[config.mk]
export PLATFORM = sky130hd
export DESIGN_NAME = rolling_hash_chunk_boundary
export DESIGN_NICKNAME = d
export VERILOG_FILES = /design/src/rhcb_pkg.sv /design/src/rhcb_rem.sv /design/src/rhcb_datapath.sv /design/src/rhcb_ctrl.sv /design/src/rolling_hash_chunk_boundary.sv
export SDC_FILE = /design/constraint.sdc
export NUM_CORES = 1
export LEC_CHECK = 0
export ABC_AREA = 0
export BUFFER_PORTS_ARGS = -buffer_cell sky130_fd_sc_hd__buf_2
export CORE_MARGIN = 3
export CORE_UTILIZATION = 56
export CTS_BUF_LIST = sky130_fd_sc_hd__clkbuf_4
export CTS_CLUSTER_DIAMETER = 50
export DETAILED_ROUTE_END_ITERATION = 6
export GPL_ROUTABILITY_DRIVEN = 0
export PLACE_DENSITY = 0.81
export SETUP_SLACK_MARGIN = 0.15
export SLEW_MARGIN = 20
export SYNTH_ARGS = -nofsm -noshare
export SYNTH_HDL_FRONTEND = slang
export SYNTH_HIERARCHICAL = 1
export SYNTH_SLANG_ARGS = --single-unit
[constraint.sdc]
create_clock -name clk_i -period 9.65 [get_ports clk_i]
set_clock_uncertainty 0.1 [all_clocks]
set_input_delay 1.93 -clock clk_i [delete_from_list [all_inputs] [get_ports clk_i]]
set_output_delay 1.93 -clock clk_i [all_outputs]
set_load 0.03 [all_outputs]
[src/rhcb_pkg.sv]
`default_nettype none
package rhcb_pkg;

  // field and register widths
  localparam int unsigned BYTE_W  = 8;
  localparam int unsigned LEFT_W  = 32;
  localparam int unsigned HASH_W  = 32;
  localparam int unsigned BS_W    = 16;
  localparam int unsigned LEN_W   = 16;
  localparam int unsigned SKIP_W  = 8;
  localparam int unsigned CFG_AW  = 2;
  localparam int unsigned CFG_DW  = 16;

  // rolling window
  localparam int unsigned WINDOW     = 7;
  localparam int unsigned WIN_AW     = (WINDOW > 1) ? $clog2(WINDOW) : 1;
  localparam int unsigned ROLL_SHIFT = 5;

  // remainder unit: radix-16, one nibble of the dividend per cycle
  localparam int unsigned RADIX_BITS = 4;
  localparam int unsigned REM_STEPS  = HASH_W / RADIX_BITS;
  localparam int unsigned REM_CW     = $clog2(REM_STEPS);

  // stream packing
  localparam int unsigned S_TDATA_W = 40;
  localparam int unsigned M_TDATA_W = 56;
  localparam int unsigned M_TUSER_W = 2;

  // reset values of the configuration registers
  localparam logic [BS_W-1:0]   BLOCK_SIZE_RST = 16'd320;
  localparam logic [LEN_W-1:0]  MAX_CHUNK_RST  = 16'd16384;
  localparam logic [SKIP_W-1:0] SKIP_COUNT_RST = 8'd80;

  // configuration register indexes
  localparam logic [CFG_AW-1:0] REG_BLOCK_SIZE = 2'd0;
  localparam logic [CFG_AW-1:0] REG_MAX_CHUNK  = 2'd1;
  localparam logic [CFG_AW-1:0] REG_SKIP_COUNT = 2'd2;

  typedef enum logic [2:0] {
    ST_IDLE,
    ST_ROLL,
    ST_HSUM,
    ST_DIV,
    ST_FIN
  } rhcb_state_e;

  // controller to datapath
  typedef struct packed {
    logic load;    // latch input beat
    logic roll;    // update window, sums, chunk length
    logic start;   // form hash, start remainder
    logic commit;  // decide close/skip, write output register
  } rhcb_cmd_t;

  // datapath to controller
  typedef struct packed {
    logic skip;      // current byte is skipped
    logic rem_done;  // remainder ready next cycle
    logic out_free;  // output register can take a beat
  } rhcb_sts_t;

endpackage
`default_nettype wire

[src/rhcb_rem.sv]
`default_nettype none
module rhcb_rem
  import rhcb_pkg::*;
(
  input  wire logic              clk_i,
  input  wire logic              rst_ni,
  input  wire logic              start_i,
  input  wire logic [HASH_W-1:0] dividend_i,
  input  wire logic [BS_W-1:0]   divisor_i,
  output logic                   done_o,
  output logic [BS_W-1:0]        rem_o
);

  logic              busy_q, busy_d;
  logic [REM_CW-1:0] cnt_q, cnt_d;
  logic [HASH_W-1:0] dvd_q, dvd_d;
  logic [BS_W-1:0]   rem_q, rem_d;
  logic [BS_W-1:0]   rem_step;

  // four restoring steps per cycle on the top nibble
  always_comb begin
    logic [BS_W:0]   t;
    logic [BS_W-1:0] r;
    r = rem_q;
    t = '0;
    for (int i = 0; i < RADIX_BITS; i++) begin
      t = {r, dvd_q[HASH_W-1-i]};
      if (t >= {1'b0, divisor_i}) begin
        t = t - {1'b0, divisor_i};
      end
      r = t[BS_W-1:0];
    end
    rem_step = r;
  end

  always_comb begin
    busy_d = busy_q;
    cnt_d  = cnt_q;
    dvd_d  = dvd_q;
    rem_d  = rem_q;
    if (start_i) begin
      busy_d = 1'b1;
      cnt_d  = '0;
      dvd_d  = dividend_i;
      rem_d  = '0;
    end else if (busy_q) begin
      dvd_d = dvd_q << RADIX_BITS;
      rem_d = rem_step;
      cnt_d = cnt_q + 1'b1;
      if (cnt_q == REM_CW'(REM_STEPS - 1)) begin
        busy_d = 1'b0;
      end
    end
  end

  always_ff @(posedge clk_i or negedge rst_ni) begin
    if (!rst_ni) begin
      busy_q <= 1'b0;
      cnt_q  <= '0;
    end else begin
      busy_q <= busy_d;
      cnt_q  <= cnt_d;
    end
  end

  always_ff @(posedge clk_i) begin
    dvd_q <= dvd_d;
    rem_q <= rem_d;
  end

  // last step in flight: remainder is final after this edge
  assign done_o = busy_q && (cnt_q == REM_CW'(REM_STEPS - 1));
  assign rem_o  = rem_q;

endmodule
`default_nettype wire

[src/rhcb_datapath.sv]
`default_nettype none
module rhcb_datapath
  import rhcb_pkg::*;
(
  input  wire logic                 clk_i,
  input  wire logic                 rst_ni,
  input  wire logic                 cfg_we_i,
  input  wire logic [CFG_AW-1:0]    cfg_addr_i,
  input  wire logic [CFG_DW-1:0]    cfg_wdata_i,
  input  wire logic [S_TDATA_W-1:0] in_data_i,
  input  wire rhcb_cmd_t            cmd_i,
  output rhcb_sts_t                 sts_o,
  output logic                      out_valid_o,
  input  wire logic                 out_ready_i,
  output logic [M_TDATA_W-1:0]      out_data_o,
  output logic [M_TUSER_W-1:0]      out_user_o,
  output logic                      out_last_o
);

  // configuration
  logic [BS_W-1:0]   bs_q;
  logic [LEN_W-1:0]  mc_q;
  logic [SKIP_W-1:0] sc_q;

  // input beat
  logic [BYTE_W-1:0] byte_q;
  logic [LEFT_W-1:0] left_q;

  // hash state
  logic [BYTE_W-1:0] win_q [WINDOW];
  logic [WIN_AW-1:0] wpos_q;
  logic [HASH_W-1:0] wsum_q, wtd_q, sx_q, hash_q;
  logic [LEN_W-1:0]  len_q;
  logic [SKIP_W-1:0] skip_q;
  logic              inch_q;

  // output register
  logic              m_valid_q;
  logic [BYTE_W-1:0] o_byte_q;
  logic              o_inch_q, o_cend_q, o_last_q;
  logic [HASH_W-1:0] o_roll_q;
  logic [LEN_W-1:0]  o_pos_q;

  logic [HASH_W-1:0] c_ext, old_ext, wtd_new, wsum_new, sx_new, hash_sum;
  logic [WIN_AW-1:0] wpos_new;
  logic [BS_W-1:0]   rem;
  logic              rem_done, trig, close, last;

  // remainder of the hash by the configured divisor
  rhcb_rem u_rem (
    .clk_i      (clk_i),
    .rst_ni     (rst_ni),
    .start_i    (cmd_i.start),
    .dividend_i (hash_sum),
    .divisor_i  (bs_q),
    .done_o     (rem_done),
    .rem_o      (rem)
  );

  // rolling update terms
  assign c_ext    = HASH_W'(byte_q);
  assign old_ext  = HASH_W'(win_q[wpos_q]);
  assign wtd_new  = wtd_q - wsum_q + HASH_W'(WINDOW) * c_ext;
  assign wsum_new = wsum_q + c_ext - old_ext;
  assign sx_new   = (sx_q << ROLL_SHIFT) ^ c_ext;
  assign wpos_new = (wpos_q == WIN_AW'(WINDOW - 1)) ? '0 : wpos_q + 1'b1;
  assign hash_sum = wsum_q + wtd_q + sx_q;

  // boundary decision
  assign trig  = (bs_q != '0) && (rem == bs_q - 1'b1);
  assign close = inch_q && (trig || (len_q >= mc_q));
  assign last  = (left_q == '0);

  assign sts_o.skip     = (skip_q != '0);
  assign sts_o.rem_done = rem_done;
  assign sts_o.out_free = !m_valid_q || out_ready_i;

  // configuration registers
  always_ff @(posedge clk_i or negedge rst_ni) begin
    if (!rst_ni) begin
      bs_q <= BLOCK_SIZE_RST;
      mc_q <= MAX_CHUNK_RST;
      sc_q <= SKIP_COUNT_RST;
    end else if (cfg_we_i) begin
      case (cfg_addr_i)
        REG_BLOCK_SIZE: bs_q <= cfg_wdata_i[BS_W-1:0];
        REG_MAX_CHUNK:  mc_q <= cfg_wdata_i[LEN_W-1:0];
        REG_SKIP_COUNT: sc_q <= cfg_wdata_i[SKIP_W-1:0];
        default: ;
      endcase
    end
  end

  // hash and chunk state
  always_ff @(posedge clk_i or negedge rst_ni) begin
    if (!rst_ni) begin
      for (int i = 0; i < WINDOW; i++) win_q[i] <= '0;
      wpos_q    <= '0;
      wsum_q    <= '0;
      wtd_q     <= '0;
      sx_q      <= '0;
      len_q     <= '0;
      skip_q    <= '0;
      inch_q    <= 1'b0;
      m_valid_q <= 1'b0;
    end else begin
      if (cmd_i.load) begin
        inch_q <= 1'b0;
      end
      if (cmd_i.roll) begin
        win_q[wpos_q] <= byte_q;
        wpos_q <= wpos_new;
        wsum_q <= wsum_new;
        wtd_q  <= wtd_new;
        sx_q   <= sx_new;
        len_q  <= len_q + 1'b1;
        inch_q <= 1'b1;
      end
      if (cmd_i.commit) begin
        if (last) begin
          // stream end: back to the reset picture
          for (int i = 0; i < WINDOW; i++) win_q[i] <= '0;
          wpos_q <= '0;
          wsum_q <= '0;
          wtd_q  <= '0;
          sx_q   <= '0;
          len_q  <= '0;
          skip_q <= '0;
        end else if (!inch_q) begin
          skip_q <= skip_q - 1'b1;
        end else if (close) begin
          len_q <= '0;
          if (LEFT_W'(sc_q) <= left_q) begin
            skip_q <= sc_q;
          end
        end
      end
      if (cmd_i.commit) begin
        m_valid_q <= 1'b1;
      end else if (out_ready_i) begin
        m_valid_q <= 1'b0;
      end
    end
  end

  // payload registers
  always_ff @(posedge clk_i) begin
    if (cmd_i.load) begin
      byte_q <= in_data_i[BYTE_W-1:0];
      left_q <= in_data_i[BYTE_W +: LEFT_W];
    end
    if (cmd_i.start) begin
      hash_q <= hash_sum;
    end
    if (cmd_i.commit) begin
      o_byte_q <= byte_q;
      o_inch_q <= inch_q;
      o_cend_q <= close;
      o_last_q <= last;
      o_roll_q <= inch_q ? hash_q : '0;
      o_pos_q  <= inch_q ? len_q : '0;
    end
  end

  assign out_valid_o = m_valid_q;
  assign out_data_o  = {o_pos_q, o_roll_q, o_byte_q};
  assign out_user_o  = {o_cend_q, o_inch_q};
  assign out_last_o  = o_last_q;

  // remainder from the unit stays below a nonzero divisor
  a_rem_range: assert property (@(posedge clk_i) disable iff (!rst_ni)
    $past(rem_done) && (bs_q != '0) |-> rem < bs_q)
    else $error("remainder not below the divisor");

  // a closed chunk restarts its length count
  a_close_len: assert property (@(posedge clk_i) disable iff (!rst_ni)
    cmd_i.commit && close |=> len_q == '0)
    else $error("chunk length not cleared on close");

  // last byte leaves all hash state cleared
  a_last_clear: assert property (@(posedge clk_i) disable iff (!rst_ni)
    cmd_i.commit && last |=> (wsum_q == '0) && (wtd_q == '0) && (sx_q == '0)
      && (skip_q == '0) && (wpos_q == '0))
    else $error("state not cleared after last byte");

  // skipped bytes never roll the hash
  a_skip_no_roll: assert property (@(posedge clk_i) disable iff (!rst_ni)
    cmd_i.roll |-> skip_q == '0)
    else $error("hash rolled while skipping");

  a_wpos_range: assert property (@(posedge clk_i) disable iff (!rst_ni)
    wpos_q <= WIN_AW'(WINDOW - 1))
    else $error("window position out of range");

endmodule
`default_nettype wire

[src/rhcb_ctrl.sv]
`default_nettype none
module rhcb_ctrl
  import rhcb_pkg::*;
(
  input  wire logic      clk_i,
  input  wire logic      rst_ni,
  input  wire logic      in_valid_i,
  input  wire rhcb_sts_t sts_i,
  output rhcb_cmd_t      cmd_o,
  output logic           in_ready_o
);

  rhcb_state_e state_q, state_d;

  always_ff @(posedge clk_i or negedge rst_ni) begin
    if (!rst_ni) begin
      state_q <= ST_IDLE;
    end else begin
      state_q <= state_d;
    end
  end

  // next state and commands
  always_comb begin
    state_d    = state_q;
    cmd_o      = '0;
    in_ready_o = 1'b0;
    case (state_q)
      ST_IDLE: begin
        in_ready_o = 1'b1;
        if (in_valid_i) begin
          cmd_o.load = 1'b1;
          state_d    = ST_ROLL;
        end
      end
      ST_ROLL: begin
        if (sts_i.skip) begin
          state_d = ST_FIN;
        end else begin
          cmd_o.roll = 1'b1;
          state_d    = ST_HSUM;
        end
      end
      ST_HSUM: begin
        cmd_o.start = 1'b1;
        state_d     = ST_DIV;
      end
      ST_DIV: begin
        if (sts_i.rem_done) begin
          state_d = ST_FIN;
        end
      end
      ST_FIN: begin
        if (sts_i.out_free) begin
          cmd_o.commit = 1'b1;
          state_d      = ST_IDLE;
        end
      end
      default: state_d = ST_IDLE;
    endcase
  end

  // one byte in flight: a new beat only from idle
  a_ready_idle: assert property (@(posedge clk_i) disable iff (!rst_ni)
    in_ready_o |-> !cmd_o.roll && !cmd_o.start && !cmd_o.commit)
    else $error("input ready while a byte is in flight");

  // every accepted beat is rolled or skipped next cycle
  a_load_next: assert property (@(posedge clk_i) disable iff (!rst_ni)
    cmd_o.load |=> state_q == ST_ROLL)
    else $error("accepted beat not processed");

  // the remainder is started exactly once per hashed byte
  a_start_after_roll: assert property (@(posedge clk_i) disable iff (!rst_ni)
    cmd_o.start |-> $past(cmd_o.roll))
    else $error("remainder started without a rolled byte");

endmodule
`default_nettype wire

[src/rolling_hash_chunk_boundary.sv]
// A hashed byte passes the roll, hash-sum, remainder and finish states on its way to
//   m_axis, a skipped byte only roll and finish; the remainder unit is 8-step radix-16.
// Only one byte is in flight: a new beat is taken in idle, after the last one commits.
// The output register lets a new beat in while the previous result waits.
// Reset (rst_ni low, asynchronous): hash, window and chunk state clear,
//   configuration returns to divisor 320, max_chunk 16384, skip_count 80.
`default_nettype none
module rolling_hash_chunk_boundary
  import rhcb_pkg::*;
(
  input  wire logic                 clk_i,
  input  wire logic                 rst_ni,
  // configuration
  input  wire logic                 cfg_we_i,
  input  wire logic [CFG_AW-1:0]    cfg_addr_i,
  input  wire logic [CFG_DW-1:0]    cfg_wdata_i,
  // input stream
  input  wire logic                 s_axis_tvalid,
  output logic                      s_axis_tready,
  input  wire logic [S_TDATA_W-1:0] s_axis_tdata,   // data_byte[7:0], bytes_left[39:8]
  // output stream
  output logic                      m_axis_tvalid,
  input  wire logic                 m_axis_tready,
  output logic [M_TDATA_W-1:0]      m_axis_tdata,   // out_byte[7:0], roll_value[39:8],
                                                    // chunk_pos[55:40]
  output logic [M_TUSER_W-1:0]      m_axis_tuser,   // in_chunk[0], chunk_end[1]
  output logic                      m_axis_tlast    // stream_end
);

  rhcb_cmd_t cmd;
  rhcb_sts_t sts;

  rhcb_ctrl u_ctrl (
    .clk_i      (clk_i),
    .rst_ni     (rst_ni),
    .in_valid_i (s_axis_tvalid),
    .sts_i      (sts),
    .cmd_o      (cmd),
    .in_ready_o (s_axis_tready)
  );

  rhcb_datapath u_dp (
    .clk_i       (clk_i),
    .rst_ni      (rst_ni),
    .cfg_we_i    (cfg_we_i),
    .cfg_addr_i  (cfg_addr_i),
    .cfg_wdata_i (cfg_wdata_i),
    .in_data_i   (s_axis_tdata),
    .cmd_i       (cmd),
    .sts_o       (sts),
    .out_valid_o (m_axis_tvalid),
    .out_ready_i (m_axis_tready),
    .out_data_o  (m_axis_tdata),
    .out_user_o  (m_axis_tuser),
    .out_last_o  (m_axis_tlast)
  );

endmodule
`default_nettype wire

Word-level counts from Yosys, hierarchy flattened
Index checks and enable logic that the tools add are counted.
{"block": "totals", "ff_bits": 407, "latchBits": 0, "mem_bits_rw": 0, "rom_bits": 0, "out_inout_bits": 61, "elab_cells": 151, "memories": 0}
{"block": "classes", "n_addsub": 15, "n_mul": 1, "div": 0, "n_lt_le_gt_ge": 8, "n_eq_ne": 14, "shift": 0, "muxes": 59, "bitwise": 2, "reduce_logical": 20}
{"op": "$mux W32", "count": 11}
{"op": "$mux W56", "count": 3}
{"op": "$mux W16", "count": 9}
{"op": "$add A32 B32 Y32", "count": 3}
{"op": "$ge A17 B16 Y1", "count": 4}
{"op": "$sub A16 B16 Y16", "count": 4}
{"op": "$bwmux W56", "count": 1}
{"op": "$mux W8", "count": 7}
{"op": "$add A32 B8 Y32", "count": 1}
{"op": "$le A8 B32 Y1", "count": 1}
{"op": "$logic_not A32 Y1", "count": 1}
{"op": "$sub A32 B32 Y32", "count": 1}
{"op": "$sub A32 B8 Y32", "count": 1}
{"op": "$xor A32 B8 Y32", "count": 1}
{"op": "$mux W3", "count": 10}
{"op": "$bmux W8 S3", "count": 1}
{"op": "$demux W8 S3", "count": 1}
{"op": "$add A16 B1 Y16 const B", "count": 1}
{"op": "$eq A16 B16 Y1", "count": 1}
{"op": "$ge A16 B16 Y1", "count": 1}
{"op": "$reduce_bool A16 Y1", "count": 1}
{"op": "$sub A16 B1 Y16 const B", "count": 1}
{"op": "$mux W1", "count": 15}
{"op": "$pmux W3 S5", "count": 1}
{"op": "other kinds (23)", "count": 38}

Longest topological paths before layout
Gate-level depths: netlist of the first run.
{"block": "logic_depth", "word_depth": 9, "ltp_mapped": 46, "mapped_depth_nobuf": 42}

By module
The synthesis of the first run kept the hierarchy.
{"module": "rhcb_datapath", "n_inst": 1, "cells_each": 2086, "area_per_inst_um2": 21475.6, "seq_area_each_um2": 9470.3}
{"module": "rhcb_rem", "n_inst": 1, "cells_each": 628, "area_per_inst_um2": 5761.8, "seq_area_each_um2": 1381.3}
{"module": "rhcb_ctrl", "n_inst": 1, "cells_each": 19, "area_per_inst_um2": 197.7, "seq_area_each_um2": 75.1}

Worst setup path after synthesis of the first run
No wires, ideal clock.
{"block": "synth_timing", "path_type": "reg-to-reg", "from": "reg u_dp.bs_q[6]", "to": "reg u_dp.u_rem.rem_q[0] (netlist: u_dp/u_rem/rem_o[0])", "t_arrival_ns": 9.745, "setup_slack_ns": -0.281, "stages_incl_launch_ff": 43, "synth_period_minus_slack_ns": 9.931, "path_cell_list": "dfstp_2 inv_1 ha_1 a21oi_2 o211ai_2 o2111ai_2 a41oi_4 clkbuf_1 mux2_2 ha_1 o21a_1 o31a_1 o41a_1 o21ai_1 a211oi_1 and4b_1 buf_6 clkbuf_1 [7 not listed] nand3_1 a221o_1 a21oi_2 buf_4 mux2i_1 ha_1 nor2b_1 o31ai_1 a211oi_1 o31ai_1 nand3_1 a31o_2 a21o_1 a2111oi_0 mux2_4 buf_6 mux2_4 a211oi_1"}
{"block": "synth_via", "elab_chain_len": 8}
{"element": "start: declaration", "line_no": "rhcb_datapath.sv:21", "rtl": "logic [BS_W-1:0] bs_q;"}
{"element": "start signal: assignment", "line_no": "rhcb_datapath.sv:86", "rtl": "REG_BLOCK_SIZE: bs_q <= cfg_wdata_i[BS_W-1:0];"}
{"element": "$sub A16 B16 Y16 / $ge A17 B16 Y1 (equally long branches)", "line_no": "rhcb_rem.sv:29, rhcb_rem.sv:28"}
{"element": "$mux W16", "line_no": "rhcb_rem.sv:28", "rtl": "if (t >= {1'b0, divisor_i}) begin"}
{"element": "$sub A16 B16 Y16 / $ge A17 B16 Y1 (equally long branches)", "line_no": "rhcb_rem.sv:29, rhcb_rem.sv:28"}
{"element": "$mux W16", "line_no": "rhcb_rem.sv:28"}
{"element": "$sub A16 B16 Y16 / $ge A17 B16 Y1 (equally long branches)", "line_no": "rhcb_rem.sv:29, rhcb_rem.sv:28"}
{"element": "$mux W16", "line_no": "rhcb_rem.sv:28"}
{"element": "$ge A17 B16 Y1 (*)", "line_no": "rhcb_rem.sv:28"}
{"element": "$mux W16 (*)", "line_no": "rhcb_rem.sv:28"}
{"element": "end signal: assignment", "line_no": "rhcb_rem.sv:68", "rtl": "rem_q <= rem_d;"}
{"element": "end: declaration", "line_no": "rhcb_rem.sv:17", "rtl": "logic [BS_W-1:0] rem_q, rem_d;"}
Every way passes the cells marked *; elsewhere a longest branch is shown, timed or not.
A chain may end at the register's enable or synchronous reset.

Worst setup path after layout of the first run
{"block": "layout_timing", "from": "reg u_dp.bs_q[8]", "to": "reg u_dp.u_rem.rem_q[14] (netlist: u_dp/u_rem/rem_o[14])"}
{"block": "layout_via", "elab_chain_len": 8}
{"element": "$sub A16 B16 Y16 / $ge A17 B16 Y1 (equally long branches)", "line_no": "rhcb_rem.sv:29, rhcb_rem.sv:28"}
{"element": "$mux W16", "line_no": "rhcb_rem.sv:28"}
{"element": "$sub A16 B16 Y16 / $ge A17 B16 Y1 (equally long branches)", "line_no": "rhcb_rem.sv:29, rhcb_rem.sv:28"}
{"element": "$mux W16", "line_no": "rhcb_rem.sv:28"}
{"element": "$sub A16 B16 Y16 / $ge A17 B16 Y1 (equally long branches)", "line_no": "rhcb_rem.sv:29, rhcb_rem.sv:28"}
{"element": "$mux W16", "line_no": "rhcb_rem.sv:28"}
{"element": "$sub A16 B16 Y16 / $ge A17 B16 Y1 (equally long branches)", "line_no": "rhcb_rem.sv:29, rhcb_rem.sv:28"}
{"element": "$mux W16 (*)", "line_no": "rhcb_rem.sv:28"}
Marks and branches as above.

==> results of run 1 <==
cell usage after synthesis, types with 9 or more instances:
master	number	share of area
or3_1	14	0.0032
clkbuf_1	68	0.0093
o21bai_1	16	0.0044
o22ai_1	12	0.0027
o21a_1	33	0.0090
a31oi_1	20	0.0046
nand2b_1	28	0.0064
nand2_1	222	0.030
nor2b_1	22	0.0050
nand3_1	43	0.0078
o211ai_1	17	0.0047
fa_1	70	0.051
a21o_1	62	0.017
nor4_1	15	0.0034
dfxtp_1	16	0.012
nor3_1	38	0.0069
and2_1	62	0.014
a21oi_1	201	0.037
a211o_1	11	0.0035
buf_1	14	0.0019
inv_1	200	0.027
mux2i_1	90	0.033
mux2_2	96	0.039
xor2_1	61	0.019
and3_1	32	0.0073
dfrtp_1	223	0.20
nand4_1	21	0.0048
edfxtp_1	163	0.18
nor2_1	236	0.032
ha_1	211	0.096
o31ai_1	9	0.0025
xnor2_1	95	0.030
a211oi_1	43	0.012
o21ai_0	104	0.019
layout make-up:
type | count | area, um^2
Sequential cell | 407 | 10900
Timing Repair Buffer | 219 | 1460
Fill cell | 3462 | 16700
Inverter | 201 | 763
Antenna cell | 1 | 2.50
Clock buffer | 150 | 1130
Tap cell | 615 | 769
Clock inverter | 44 | 303
Multi-Input combinational cell | 2030 | 16000
final timing paths:
| path | cells past startpoint | slack [ps] | endpoint |
|---|---|---|---|
| hold / removal | 1 | 400 | u_dp/skip_q[6]$_DFFE_PN0P_ |
| min in group asynchronous | 1 | 960 | u_dp/wtd_q[18]$_DFF_PN0_ |
| max in group asynchronous | 2 | 7180 | u_dp/bs_q[10]$_DFFE_PN0P_ |
| setup / recovery | 43 | 150 | u_dp/u_rem/rem_o[14]$_SDFFE_PP0P_ |
| hold reg to reg | 1 | 400 | u_dp/skip_q[6]$_DFFE_PN0P_ |
| setup reg to reg | 43 | 150 | u_dp/u_rem/rem_o[14]$_SDFFE_PP0P_ |
placed cells by master, fill, tap and decap left out, types with 16 or more instances in the layout:
cell type / count
clkbuf_4: 150
and3_1: 32
and2_1: 60
xor2_1: 61
edfxtp_1: 163
ha_1: 182
o211ai_1: 17
nand3_1: 41
a31oi_1: 20
inv_1: 192
nor2b_1: 19
clkinv_1: 27
xnor2_1: 95
o21ai_0: 97
mux2i_1: 87
nand2b_1: 28
nor2_1: 236
ha_4: 25
a21oi_1: 195
dfxtp_1: 16
fa_1: 69
nand2_1: 218
a21o_1: 61
o21a_1: 33
nor3_1: 37
buf_4: 83
nand4_1: 21
mux2_2: 89
buf_2: 122
a211oi_1: 39
dfrtp_1: 218
registers in the layout (all words and copies together), names as in the netlist, 3 cells and up:
register          count
u_dp/win_q           56
u_dp/hash_q          32
u_dp/left_q          32
u_dp/o_roll_q        32
u_dp/sx_q            32
u_dp/u_rem/dvd_q     32
u_dp/wsum_q          32
u_dp/wtd_q           32
u_dp/bs_q            16
u_dp/len_q           16
u_dp/mc_q            16
u_dp/o_pos_q         16
u_dp/u_rem/rem_o     16
u_dp/byte_q           8
u_dp/o_byte_q         8
u_dp/sc_q             8
u_dp/skip_q           8
u_ctrl/state_q        3
u_dp/u_rem/cnt_q      3
u_dp/wpos_q           3
repair_timing:
action / in CTS / in global routing
gates cloned: 1 / 1
endpoints found under the setup margin: 16 / 16
hold buffers: 0 / 0
resized for setup: 36 / 87
hold endpoints to repair: 0 / 0
setup buffers: 11 / 24
pin swaps: 10 / 46
kinds of logic after synthesis:
| family | after synthesis | share of synthesized area |
|---|---|---|
| buffers and inverters | 296 | 0.0427 |
| adders and majority gates | 281 | 0.147 |
| and+or+nand+nor | 786 | 0.138 |
| xor gates and xnor gates | 156 | 0.0498 |
| DFF | 407 | 0.398 |
| muxes | 195 | 0.0788 |
| AOI/OAI and AO/OA | 612 | 0.145 |
per-layer routing:
layer | part of all wire | up-vias
met1 | 0.39 | 10979
met2 | 0.48 | 1176
met4 | 0.050 | 0
met5 | 0 | -
li1 | - | 10292
met3 | 0.083 | 285
worst register-to-register path: cells and delay by family, from the launching register on:
| family | cells | cell delay [ps] |
|---|---|---|
| AO/OA/AOI/OAI | 15 | 2610 |
| AND/OR/NAND/NOR | 11 | 2370 |
| adder cells (fa/ha/maj) | 4 | 1290 |
| buffers and inverters | 9 | 1250 |
| multiplexers | 4 | 1190 |
| flip-flops | 1 | 550 |
through the flow:
stage	worst slack [ps]	std cells	hold WS [ps]
floorplan	152	2733	357
global placement	85.4	3435	371
detailed placement	-342	3435	383
CTS	151	3641	398
global route	-70.4	3667	415
finish	153	3667	397
==> results.txt, run 1 <==
The share of synthesized flip-flops with an asynchronous set or reset works out to 0.560. The post-synth design cell area is 27400 um^2. The vertical die dimension is 227 um. After the first detailed-routing iteration, the DRC count stood at 2211.

For this run, the top clock speed supported by timing is 105 MHz. The clock root buffer is clkbuf_4. From left edge to right edge, the die measures 227 um. The floorplan has 80 rows. The run gives 1 as the number of antenna violations at the first check in global routing.

The count of buffers added on input and output ports is 123. Summing all placed instances gives a cell area of 29000 um^2. After detailed routing, the number of vias per cell comes to 6.20. The transition time at the pin with the least slew margin was 981 ps; the CTS clock-pin slew for the worst setup and hold paths was 70 ps. The cell family contributing the most delay on the critical path is compound AO/OA/AOI/OAI gates. The maximum fanout encountered on the critical timing path is 11, and the residual DRC count is 12.

The final layout contains routed wiring with a total length of 73900 um. The tools report the total core area as 48000 um^2. Counting both buffers and inverters, the worst setup path holds a total of 9. The number of flops mapped to enable cells by yosys is 163, and the Yosys warning count is 6. The run finished, with violations left.

The via count of the first global-routing pass came out at 22297. The count of endpoints failing hold in the final timing report was 0; the clock tree buffer depth was 3. The final layout contains 3309 nets.

The worst max-slew margin expressed relative to the limit came out at 0.346. The critical path is of the reg2reg type. The final critical-path share of the clock period came out at 0.984. In this run the most used layer during global routing was met2.

The worst hold path belongs to the class reg2reg. Detailed placement finished with a half-perimeter wire length of 50600 um. Entering global routing, the biggest net connects 130 pins. The average cell area after synthesis was 10.0 um^2. For the final cell area excluding filler cells, the log shows 31400 um^2.

The run gives 0.274 as the global-route total usage across every layer. The starting density of the core came out at 0.571. The slowest stage of the critical path is the dfstp_2 cell. The beginning of the worst register-to-register path was u_dp/bs_q[8]$_DFFE_PN1P_. For the utilization of the core after routing, the log shows 0.653. STA classifies the critical path endpoint as a flop. After detailed routing, the average wire length per cell comes to 20.1 um. The portion of the post-synthesis area used by sequential elements is 0.398.

From synthesis to final layout, the design area changed by 14.3%. After synthesis the netlist holds a flip-flop and latch count of 407. The number of pins with negative max-slew slack in the final report is 0. The data required time at the worst endpoint is 10260 ps, and the final period demand of the worst path is 9500 ps.

The logs give 3 for the number of H-tree levels and 880 ps for the worst-skew pair later-pin latency. The launch point of the critical path is u_dp/bs_q[8]$_DFFE_PN1P_. Setup violations remaining at the end of the flow were counted as 0.

In this design, the stage delay of the slowest critical-path cell is 550 ps. In the synthesized netlist, the number of instances is 2733. The global-route wire length before repair is 113000 um. The tool flagged a number of max-cap violations equal to 0. Data arrives at the worst endpoint at 10100 ps. TritonCTS built the clock tree. The met2 layer usage reported by global route is 0.453, and the number of sinks on the clock net is 407.

The number of top-level pins is 124. Nature of the critical path startpoint: a flop. The startpoint identified for the worst hold timing path is u_dp/skip_q[6]$_DFFE_PN0P_. The checks that failed: DRC. In the final timing run, aggregate negative setup slack is 0 ps. Length of the first detailed-routing pass in iterations: 7. The die outline area was 51700 um^2. The remaining antenna violation count came out at 0. The ratio of cells with drive above 1 in the final layout is 0.204, and the number of CTS-inserted buffers is 106. The total overflow left after global routing is 0. The most used flip-flop cell after synthesis is dfrtp_1. The logs give 0.0500 for the global routing usage on met3 and 3077 for the net count of the mapped netlist. The total vias in the final route was 22732; the global-route met1 utilization was 0.345. The count of cell types in the netlist is 98.
Power of run 1 is not shown: default switching activity piles up to over one toggle a cycle in this logic, so the estimate is an artifact.
==> run 2: changes to the inputs <==
--- a/config.mk
+++ b/config.mk
@@ -14,6 +14,7 @@
 export DETAILED_ROUTE_END_ITERATION = 6
 export GPL_ROUTABILITY_DRIVEN = 0
 export PLACE_DENSITY = 0.81
+export REMOVE_ABC_BUFFERS = 1
 export SETUP_SLACK_MARGIN = 0.15
 export SLEW_MARGIN = 20
 export SYNTH_ARGS = -nofsm -noshare
==> results.txt, run 2 (same netlist as run 1, synthesis figures left out) <==
The run finished with clean final reports. CTS clock-pin slew for the worst setup and hold paths: 70 ps. Relative to the synthesized area, the layout overhead comes to 13.9%. In the final design database the tool counted 3343 nets.

The data required time at the worst endpoint was 10260 ps; the final period demand of the worst path was 9580 ps. The beginning of the worst register-to-register path was u_dp/bs_q[8]$_DFFE_PN1P_. Of all nets on the critical path, the largest fanout is 9. The run gives 71200 um as the routed wire length. Row generation in the floorplan step produced 80 rows. Summing over every cut layer, the via total after detailed routing is 22597. Remaining antenna violation count: 0. The longest clock path from root to sink contains 3 buffers. Met2 routed wirelength: 35100 um.

The slowest stage of the critical path belongs to the cell dfstp_2. Length of routed met3 wiring: 4820 um. The length of the first detailed-routing pass in iterations came out at 6.

After detailed routing, no signal wire sits above met5. The depth of the most critical reg-to-reg path was 40. The number of top-level pins is 124, and the utilization of the core after routing is 0.650. The detailed router finished its first iteration with 2099 violations. The register with the most flip-flops in the final layout is u_dp/win_q. The transition time at the pin with the least slew margin came out at 1010 ps. The total routed wire length on the met1 layer is 27400 um. The worst hold path class was reg2reg. The overall die width works out to 227 um. The logs give 0.571 for the starting density of the core and 0 for the number of max-capacitance violations reported. The filler cells instantiated in the layout total 3557. The worst register-to-register path ends at u_dp/u_rem/rem_o[5]$_SDFFE_PP0P_. The run gives 22581 as the via count of the first global-routing pass.

STA classifies the critical path startpoint as a flop. Summed over all nets, the half-perimeter wirelength after detailed placement is 50700 um. The count of final setup violators came out at 0. The worst setup path is of the reg2reg kind. Leaving out fill and tap cells, the most frequent cells in the layout are 234 x nor2_1, 222 x dfrtp_1, 220 x nand2_1. The tools report the startpoint of the lowest-slack hold path as u_dp/skip_q[6]$_DFFE_PN0P_. After clock tree synthesis, the flow added hold-fix buffers numbering 0. For hold timing, the worst endpoint is u_dp/skip_q[6]$_DFFE_PN0P_. The tools report the die outline area as 51700 um^2.

The cell depth of the worst hold path works out to 1. The logs give 0.271 for the global-route total usage across every layer and 104 MHz for the maximum clock frequency. Summed over all layers, the global routing overflow is 0.

The vertical die dimension is 227 um. Input and output buffers added on the ports amount to 123. The run gives 70 ps as the flop-to-flop setup slack. The clock root buffer was clkbuf_4. The total area inside the core boundary comes to 48000 um^2. In the final routed layout, each cell accounts on average for 19.2 um.

The tools report the number of CTS-inserted buffers as 106. The flip-flop count of the largest register after layout was 56. The final critical-path share of the clock period was 0.993; the residual DRC count was 0.

The clock tree synthesis step divided the H-tree into 3 levels. The library cell used most frequently in the layout, excluding fill and tap cells, is nor2_1. STA classifies the critical path endpoint as a flop. The number of pins with negative max-slew slack in the final report came out at 0.

In the routed layout, each cell is associated on average with a via count of 6.10. The logs give 0.325 for the worst max-slew margin expressed relative to the limit and 112000 um for the global-route wire length before repair. For the number of antenna violations at the first check in global routing, the log shows 5. For this run, the slowest stage of the critical path takes 540 ps. The ratio of cells with drive above 1 in the final layout was 0.204. TritonCTS built the clock tree.

Setup repair after global routing could not meet its margin everywhere. Count of endpoints failing hold in the final timing report: 0. The later pin in the worst-skew pair is clocked with a latency of 910 ps.

The data arrival time of the worst path was 10190 ps. The largest net degree at the start of global routing came out at 95. The tools report the number of sinks on the clock net as 407. The sum of negative setup slack came out at 0 ps.
-- run 2: cell count changes in the layout (fill, tap and decap cells not counted), moves of 6 or more --
cell	previous run	this run
buf_4	83	115
ha_1	182	200
ha_4	25	9
clkbuf_4	150	158
buf_6	7	13
mux2_2	89	95
-- run 2: layout make-up --
class | instances | area [um^2] | share of cell area
Multi-Input combinational cell | 2031 | 15800 | 0.504
Sequential cell | 407 | 10900 | 0.350
Timing Repair Buffer | 252 | 1660 | 0.0530
Clock buffer | 158 | 1190 | 0.0380
Tap cell | 615 | 769 | 0.0246
Inverter | 201 | 754 | 0.0241
Clock inverter | 36 | 195 | 0.00625
Antenna cell | 2 | 5.00 | 0.000160
-- run 2: repair_timing --
item / in CTS / in global routing
resized for setup: 17 / 78
buffers inserted: 1 / 15
setup endpoints to repair: 16 / 16
pin swaps: 1 / 41
gates cloned: 1 / 0
-- run 2: per-stage QoR --
step                worst slack [ps]  cell area, um^2  hold WS [ps]  instances
detailed placement              -277            29300           384       3489
CTS                              161            30800           400       3685
finish                          67.8            31200           401       3702
floorplan                      -5040            27000           357       2638
global route                    -230            31200           423       3702
global placement                 138            29300           374       3489
-- run 2: worst max-delay path by stage --
stage / start / to / slack [ps] / cells after the start
global placement: u_dp/bs_q[8]$_DFFE_PN1P_ / u_dp/u_rem/rem_o[0]$_SDFFE_PP0P_ / 140 / 39
detailed placement: u_dp/bs_q[8]$_DFFE_PN1P_ / u_dp/u_rem/rem_o[0]$_SDFFE_PP0P_ / -280 / 38
global route: u_dp/bs_q[8]$_DFFE_PN1P_ / u_dp/u_rem/rem_o[5]$_SDFFE_PP0P_ / -230 / 42
finish: u_dp/bs_q[8]$_DFFE_PN1P_ / u_dp/u_rem/rem_o[5]$_SDFFE_PP0P_ / 70 / 40
CTS: u_dp/bs_q[3]$_DFFE_PN0P_ / u_dp/u_rem/rem_o[0]$_SDFFE_PP0P_ / 160 / 41
floorplan: u_dp/skip_q[4]$_DFFE_PN0P_ / u_dp/win_q[48]$_DFF_PN0_ / -5040 / 9
-- run 2: metal layers --
| layer | GRT usage | vias to the layer above |
|---|---|---|
| li1 | - | 10366 |
| met1 | 0.321 | 10914 |
| met2 | 0.470 | 1017 |
| met3 | 0.0469 | 294 |
| met4 | 0.147 | 6 |
| met5 | 0 | - |
-- run 2: critical path, delay by kind of cell, from the launching register on --
family	cells	cell delay [ps]
adder cells (fa/ha/maj)	4	1160
multiplexers	4	1260
flip-flops	1	540
AND/OR/NAND/NOR	7	1180
AO/OA/AOI/OAI	19	4380
buffers and inverters	6	780
Power of run 2 is left out for the same reason.
